===== config.mk =====
export PLATFORM = sky130hd
export DESIGN_NAME = miller_rabin_primality_test_top
export DESIGN_NICKNAME = d
export VERILOG_FILES = /design/src/rtl/core/mrpt_pkg.sv /design/src/rtl/core/mrpt_modmul.sv /design/src/rtl/core/miller_rabin_primality_test_top.sv
export SDC_FILE = /design/constraint.sdc
export NUM_CORES = 1
export LEC_CHECK = 0
export BUFFER_PORTS_ARGS = -buffer_cell sky130_fd_sc_hd__buf_2
export CAP_MARGIN = 10
export CORE_MARGIN = 3
export CORE_UTILIZATION = 48
export CTS_CLUSTER_SIZE = 16
export DETAILED_ROUTE_END_ITERATION = 10
export SYNTH_ARGS = -nofsm -noshare
export SYNTH_HDL_FRONTEND = slang
export SYNTH_SLANG_ARGS = --single-unit

===== constraint.sdc =====
create_clock -name i_clk -period 8.5 [get_ports i_clk]
set_input_delay 0.85 -clock i_clk [delete_from_list [all_inputs] [get_ports i_clk]]
set_output_delay 0.85 -clock i_clk [all_outputs]
set_load 0.1 [all_outputs]

===== src/rtl/core/mrpt_pkg.sv =====
// Package for the Miller-Rabin primality tester.
// Holds the sequencer state type and the two witness bases; no dependencies.
`default_nettype none

package mrpt_pkg;

    localparam logic [1:0] BASE_LO = 2'd2;
    localparam logic [1:0] BASE_HI = 2'd3;

    typedef enum logic [3:0] {
        ST_IDLE,
        ST_CLASSIFY,
        ST_SETUP,
        ST_BASE,
        ST_EXP,
        ST_EXP_ACC,
        ST_EXP_SQR,
        ST_CHECK,
        ST_SQ,
        ST_SQ_WAIT,
        ST_PASS,
        ST_RESULT
    } t_state;

endpackage

`default_nettype wire


===== src/rtl/core/mrpt_modmul.sv =====
// Shift-add modular multiplier: product = x * y mod n, one bit of y per cycle.
// Operands must be below n. Standalone; used by the primality tester top level.
`default_nettype none

module mrpt_modmul #(
    parameter int WIDTH = 32
) (
    input  wire logic             i_clk,
    input  wire logic             i_rst_n,
    input  wire logic             i_start,
    input  wire logic [WIDTH-1:0] i_x,
    input  wire logic [WIDTH-1:0] i_y,
    input  wire logic [WIDTH-1:0] i_n,
    output logic                  o_done,
    output logic [WIDTH-1:0]      o_product
);

    localparam int CW = $clog2(WIDTH);

    logic [WIDTH-1:0] r_x, r_y, r_n, r_acc;
    logic [CW-1:0]    r_cnt;
    logic             r_busy, r_done;

    logic [WIDTH:0]   dbl, dbl_red, sum, sum_red;

    // acc = (2*acc + bit*x) mod n, both terms kept below 2n
    always_comb begin
        dbl     = {r_acc, 1'b0};
        dbl_red = (dbl >= {1'b0, r_n}) ? dbl - {1'b0, r_n} : dbl;
        sum     = dbl_red + (r_y[r_cnt] ? {1'b0, r_x} : '0);
        sum_red = (sum >= {1'b0, r_n}) ? sum - {1'b0, r_n} : sum;
    end

    always_ff @(posedge i_clk) begin
        if (!i_rst_n) begin
            r_busy <= 1'b0;
            r_done <= 1'b0;
        end else begin
            r_done <= r_busy && (r_cnt == '0);
            if (i_start) begin
                r_busy <= 1'b1;
            end else if (r_busy && (r_cnt == '0)) begin
                r_busy <= 1'b0;
            end
        end
    end

    always_ff @(posedge i_clk) begin
        if (i_start) begin
            r_x   <= i_x;
            r_y   <= i_y;
            r_n   <= i_n;
            r_acc <= '0;
            r_cnt <= CW'(WIDTH - 1);
        end else if (r_busy) begin
            r_acc <= sum_red[WIDTH-1:0];
            r_cnt <= r_cnt - 1'b1;
        end
    end

    assign o_done    = r_done;
    assign o_product = r_acc;

endmodule

`default_nettype wire


===== src/rtl/core/miller_rabin_primality_test_top.sv =====
// Miller-Rabin strong probable-prime test to bases 2 and 3, top level.
// Depends on mrpt_pkg and mrpt_modmul.
//
// Usage:
//   Input stream s_axis: one candidate per request, low NUM_WIDTH bits used.
//   Output stream m_axis: one verdict per candidate, bit 0 = is_prime.
//   s_axis_tready is high only while the sequencer is idle; one candidate is
//   worked on at a time.
// Sequence:
//   Values below 2 and even values go from ST_CLASSIFY straight to ST_RESULT.
//   Odd values: ST_SETUP shifts n-1 down to split it into 2^s*d, then per base
//   about (bits(d) - 1 + ones(d) + s) modular multiplies follow, each an issue
//   plus the shift-add multiplier. The next candidate is accepted only after
//   the current verdict has left the sequencer.
// Reset (synchronous, active low) returns the sequencer to idle and drops any
// pending verdict.
// Stall: the verdict sits in an output register; a new candidate is taken
// while it waits, and a finished verdict holds in the sequencer until the
// output register is free.

`default_nettype none

module miller_rabin_primality_test_top #(
    parameter int NUM_WIDTH = 32
) (
    input  wire logic        i_clk,
    input  wire logic        i_rst_n,
    input  wire logic        s_axis_tvalid,
    output logic             s_axis_tready,
    input  wire logic [31:0] s_axis_tdata,   // [31:0] candidate
    output logic             m_axis_tvalid,
    input  wire logic        m_axis_tready,
    output logic [7:0]       m_axis_tdata    // [0] is_prime, [7:1] zero
);

    import mrpt_pkg::*;

    localparam int SW = $clog2(NUM_WIDTH);

    t_state r_state, n_state;

    logic [NUM_WIDTH-1:0] r_n, r_nm1, r_d, r_e, r_acc, r_b;
    logic [SW-1:0]        r_s, r_k;
    logic                 r_base_hi;
    logic                 r_verdict;
    logic                 r_out_valid, r_out_data;

    logic                 mul_start, mul_done;
    logic [NUM_WIDTH-1:0] mul_x, mul_y, mul_p;
    logic [NUM_WIDTH-1:0] base;
    logic                 out_free;

    assign base     = r_base_hi ? NUM_WIDTH'(BASE_HI) : NUM_WIDTH'(BASE_LO);
    assign out_free = !r_out_valid || m_axis_tready;

    mrpt_modmul #(
        .WIDTH (NUM_WIDTH)
    ) u_modmul (
        .i_clk     (i_clk),
        .i_rst_n   (i_rst_n),
        .i_start   (mul_start),
        .i_x       (mul_x),
        .i_y       (mul_y),
        .i_n       (r_n),
        .o_done    (mul_done),
        .o_product (mul_p)
    );

    // next state
    always_comb begin
        n_state = r_state;
        unique case (r_state)
            ST_IDLE: begin
                if (s_axis_tvalid) n_state = ST_CLASSIFY;
            end
            ST_CLASSIFY: begin
                if (r_n < NUM_WIDTH'(2) || !r_n[0]) n_state = ST_RESULT;
                else                                n_state = ST_SETUP;
            end
            ST_SETUP: begin
                if (r_d[0]) n_state = ST_BASE;
            end
            ST_BASE: begin
                if (r_n == base) n_state = ST_PASS;
                else             n_state = ST_EXP;
            end
            ST_EXP: begin
                if (r_e == '0)  n_state = ST_CHECK;
                else if (r_e[0]) n_state = ST_EXP_ACC;
                else             n_state = ST_EXP_SQR;
            end
            ST_EXP_ACC: begin
                if (mul_done) n_state = ST_EXP;
            end
            ST_EXP_SQR: begin
                if (mul_done) n_state = ST_EXP;
            end
            ST_CHECK: begin
                if (r_acc == NUM_WIDTH'(1)) n_state = ST_PASS;
                else                        n_state = ST_SQ;
            end
            ST_SQ: begin
                if (r_k == r_s)          n_state = ST_RESULT;
                else if (r_acc == r_nm1) n_state = ST_PASS;
                else                     n_state = ST_SQ_WAIT;
            end
            ST_SQ_WAIT: begin
                if (mul_done) n_state = ST_SQ;
            end
            ST_PASS: begin
                if (r_base_hi) n_state = ST_RESULT;
                else           n_state = ST_BASE;
            end
            ST_RESULT: begin
                if (out_free) n_state = ST_IDLE;
            end
            default: n_state = ST_IDLE;
        endcase
    end

    // outputs of the sequencer
    always_comb begin
        s_axis_tready = 1'b0;
        mul_start     = 1'b0;
        mul_x         = r_acc;
        mul_y         = r_b;
        unique case (r_state)
            ST_IDLE: s_axis_tready = 1'b1;
            ST_EXP: begin
                mul_start = (r_e != '0);
                mul_x     = r_e[0] ? r_acc : r_b;
                mul_y     = r_b;
            end
            ST_SQ: begin
                mul_start = (r_k != r_s) && (r_acc != r_nm1);
                mul_x     = r_acc;
                mul_y     = r_acc;
            end
            default: ;
        endcase
    end

    always_ff @(posedge i_clk) begin
        if (!i_rst_n) begin
            r_state     <= ST_IDLE;
            r_out_valid <= 1'b0;
        end else begin
            r_state <= n_state;
            if (r_state == ST_RESULT && out_free) begin
                r_out_valid <= 1'b1;
            end else if (m_axis_tready) begin
                r_out_valid <= 1'b0;
            end
        end
    end

    always_ff @(posedge i_clk) begin
        unique case (r_state)
            ST_IDLE: begin
                r_n <= s_axis_tdata[NUM_WIDTH-1:0];
            end
            ST_CLASSIFY: begin
                r_nm1     <= r_n - 1'b1;
                r_d       <= r_n - 1'b1;
                r_s       <= '0;
                r_base_hi <= 1'b0;
                // small and even values settle here
                r_verdict <= (r_n == NUM_WIDTH'(2));
            end
            ST_SETUP: begin
                if (!r_d[0]) begin
                    r_d <= r_d >> 1;
                    r_s <= r_s + 1'b1;
                end
            end
            ST_BASE: begin
                r_acc <= NUM_WIDTH'(1);
                r_b   <= base;
                r_e   <= r_d;
                r_k   <= '0;
            end
            ST_EXP_ACC: begin
                if (mul_done) begin
                    r_acc  <= mul_p;
                    r_e[0] <= 1'b0;
                end
            end
            ST_EXP_SQR: begin
                if (mul_done) begin
                    r_b <= mul_p;
                    r_e <= r_e >> 1;
                end
            end
            ST_SQ: begin
                if (r_k == r_s) r_verdict <= 1'b0;
            end
            ST_SQ_WAIT: begin
                if (mul_done) begin
                    r_acc <= mul_p;
                    r_k   <= r_k + 1'b1;
                end
            end
            ST_PASS: begin
                if (r_base_hi) r_verdict <= 1'b1;
                r_base_hi <= 1'b1;
            end
            ST_RESULT: begin
                if (out_free) r_out_data <= r_verdict;
            end
            default: ;
        endcase
    end

    assign m_axis_tvalid = r_out_valid;
    assign m_axis_tdata  = {7'd0, r_out_data};

endmodule

`default_nettype wire


==> flow_metrics.env <==
export IMPL_slew_headroom_pct=28.1
export IMPL_syn_to_final_growth_pct=10.1
export IMPL_syn_mean_instance_area_sq_um=10.9
export IMPL_synth_yosys_seq_area_share_pct=48.6
export IMPL_clk_insertion_delay_late_ns=0.57
export IMPL_reg2reg_slack_ns=0.37
export IMPL_firstDrtPassIters=5
export IMPL_regArea_sq_mm=0.00992
export IMPL_crit_required_ns=8.90
export IMPL_post_drt_wl_per_cell_microns=22.6
export IMPL_skew_ns=0.0145
export IMPL_via_per_inst=5.92
export IMPL_boundaryPins=46
export IMPL_port_buffers=38
export IMPL_crit_slowest_cell="or4_1"
export IMPL_root_buffer="clkbuf_16"
export IMPL_drt_wl_total_mm=55.8
export IMPL_diodes=0
export IMPL_dp_hpwl_mm=41.6
export IMPL_start_kind="register"
export IMPL_holdPathStages=0
export IMPL_fmax_ghz=0.123
export IMPL_multi_input_area_sq_mm=0.00996
export IMPL_layout_min_cycle_time_ns=8.13
export IMPL_critPathMaxFanout=18
export IMPL_clkTransAtPathRegs_ns=0.06
export IMPL_coreArea_sq_mm=0.0414
export IMPL_final_cells=2466
export IMPL_synthCells=1870
export IMPL_slowest_delay_ns=0.62
export IMPL_vias=14600
export IMPL_crit_top_cell="ha_1"
export IMPL_grt_pass1_wl_mm=84.9
export IMPL_yosysWarnings=0
export IMPL_synth_seq_cells=345
export IMPL_critPathBufInv=4
export IMPL_n_fill_cell=3638
export IMPL_ctsLongestPathBuffers=3
export IMPL_grt_usage_pct=24.9
export IMPL_ff2ff_path_depth=26
export IMPL_placedCellCount=2392
export IMPL_outcome="finished clean"
export IMPL_maxSlewViolCount=0
export IMPL_syn_area_sq_mm=0.0204
export IMPL_dieArea_sq_mm=0.0450
export IMPL_ys_types=71
export IMPL_row_count=74
export IMPL_cts_made_buffers=39
export IMPL_cts_sinks=345
export IMPL_drt_iter0_drc=1291
export IMPL_grt_pass1_vias=14313
export IMPL_worst_pin_slew_ns=1.07
export IMPL_timing_critical_path_depth=26
export IMPL_synth_top_area_share_pct=44.3
export IMPL_crit_path_end_kind="register"
export IMPL_yosys_area_top_type="edfxtp_1"
export IMPL_dieHeight_microns=212
export IMPL_path_class="reg -> reg"
export IMPL_arrival_ns=8.53
export IMPL_cap_viol_max_count=0
export IMPL_synthTopCellsByArea="edfxtp_1, ha_1, mux2_2, dfxtp_1, xnor2_1"
export IMPL_antenna_found_initial=0
export IMPL_period_share_pct=95.7
export IMPL_synth_edf_count=301
export IMPL_dieWidth_microns=212
export IMPL_drc_errors=0
export IMPL_grt_max_degree=135
export IMPL_synthFlopType="edfxtp_1"
export IMPL_cts_tree="done"
export IMPL_htree_levels=2
export IMPL_nets=2044
export IMPL_async_reset_ff_share_pct=0
export IMPL_layout_drive_gt1_share_pct=13.1
export IMPL_start_util_pct=49.3
export IMPL_finalHoldViolCount=0
export IMPL_grt_overflow=0
export IMPL_drt_antenna_violating_nets=0
export IMPL_gp_congestion=0.942
export IMPL_cp_top_family="compound AO/OA/AOI/OAI gates"
export IMPL_setup_violations=0
export IMPL_min_path_type="reg -> reg"
[path summary, 6_finish.rpt]
kind / from / end
setup / recovery: u_modmul.r_n[1] / u_modmul.o_product[5]
hold / removal: r_verdict / r_out_data
setup reg to reg: u_modmul.r_n[1] / u_modmul.o_product[5]
hold reg to reg: r_verdict / r_out_data
[metrics by stage]
stage	util (%)	setup TNS (ns)	hold slack (ns)	instance area (sq um)	setup WS [ns]
2_1_floorplan	-	0	0.400	20400	1.04
3_3_place_gp	51.2	0	0.404	21200	0.415
3_5_place_dp	51.2	0	0.407	21200	0.330
4_1_cts	54.1	0	0.422	22400	0.280
5_1_grt	54.3	-0.0535	0.432	22500	-0.0437
6_report	54.3	0	0.423	22500	0.366
[per-layer routing]
layer | track usage, % | wire length [microns] | part of all wire [%] | up-vias
met4 | 11.5 | 2750 | 4.9 | 0
met5 | 0 | 0 | 0 | -
met1 | 32.6 | 23100 | 41 | 7112
met3 | 3.94 | 3570 | 6.4 | 104
li1 | - | - | - | 6939
met2 | 41.0 | 26400 | 47 | 445
[state kept, by name (all words and copies together), names as in the netlist]
signal and count:
r_e 32, u_modmul.r_y 32, r_nm1 32, r_d 32, u_modmul.r_cnt 5, u_modmul.o_done 1
u_modmul.r_busy 1, r_b 32, r_acc 32, r_base_hi 1, r_out_data 1, r_k 5
r_verdict 1, r_s 5, u_modmul.o_product 32, u_modmul.r_x 32, r_n 32, m_axis_tvalid 1
u_modmul.r_n 32, r_state 4
[final cells by class]
| class | count | share of cell area [%] |
|---|---|---|
| repair buffers | 66 | 1.89 |
| well taps | 532 | 2.96 |
| inverters | 77 | 1.29 |
| flip-flops and latches | 345 | 44.2 |
| clock inverters | 23 | 0.763 |
| multi-input cells | 1375 | 44.3 |
| clock buffers | 48 | 4.59 |
[synthesized netlist by cell type, drive strengths merged, types with 10 or more instances]
master and count:
edfxtp 301, nand2 158, ha 101, nor2 100, xnor2 99, mux2 98, a21oi 96, o21ai 94
inv 77, and2 70, clkbuf 64, xor2 56, a21o 44, dfxtp 44, nor2b 41, nand2b 37
a211oi 36, nor3 35, mux2i 32, nand3b 31, nand3 29, nor4 29, nand4 25, o21a 20
buf 15, o21bai 13, a31oi 12, and3 10, mux4 10, or3 10
[kinds of logic after synthesis]
kind of cell             Yosys count  synth area share (%)
AO/OA/AOI/OAI                    377                  12.0
XOR/XNOR                         155                  6.66
adder cells (fa/ha/maj)          104                  6.49
buffers and inverters            156                  3.13
flip-flops                       345                  48.6
multiplexers                     140                  8.09
other                              1                0.0184
AND/OR/NAND/NOR                  592                  14.9
[layout by cell type (no fill, tap or decap), types with 70 or more instances in the layout]
cell,n
nor2_1,99
edfxtp_1,301
o21ai_0,89
mux2_2,98
and2_1,70
ha_1,101
nand2_1,158
xnor2_1,99
inv_1,77
a21oi_1,92
[repair_timing]
action                                  in CTS  in global routing
endpoints found under the setup margin       0                 31
setup buffers                                0                  2
gates resized for setup                      0                  3
hold buffers                                 0                  0
[worst register-to-register path: cells and delay by family, from the launching register on]
kind                     cells  cell delay (ns)
AO/OA/AOI/OAI               10             2.82
multiplexers                 2             0.57
buffers and inverters        4             0.90
AND/OR/NAND/NOR              6             2.07
flip-flops                   1             0.41
XOR/XNOR                     1             0.27
adder cells (fa/ha/maj)      3             0.96
Power is not shown: default switching activity piles up to over one toggle a cycle in this logic, so the estimate is an artifact.
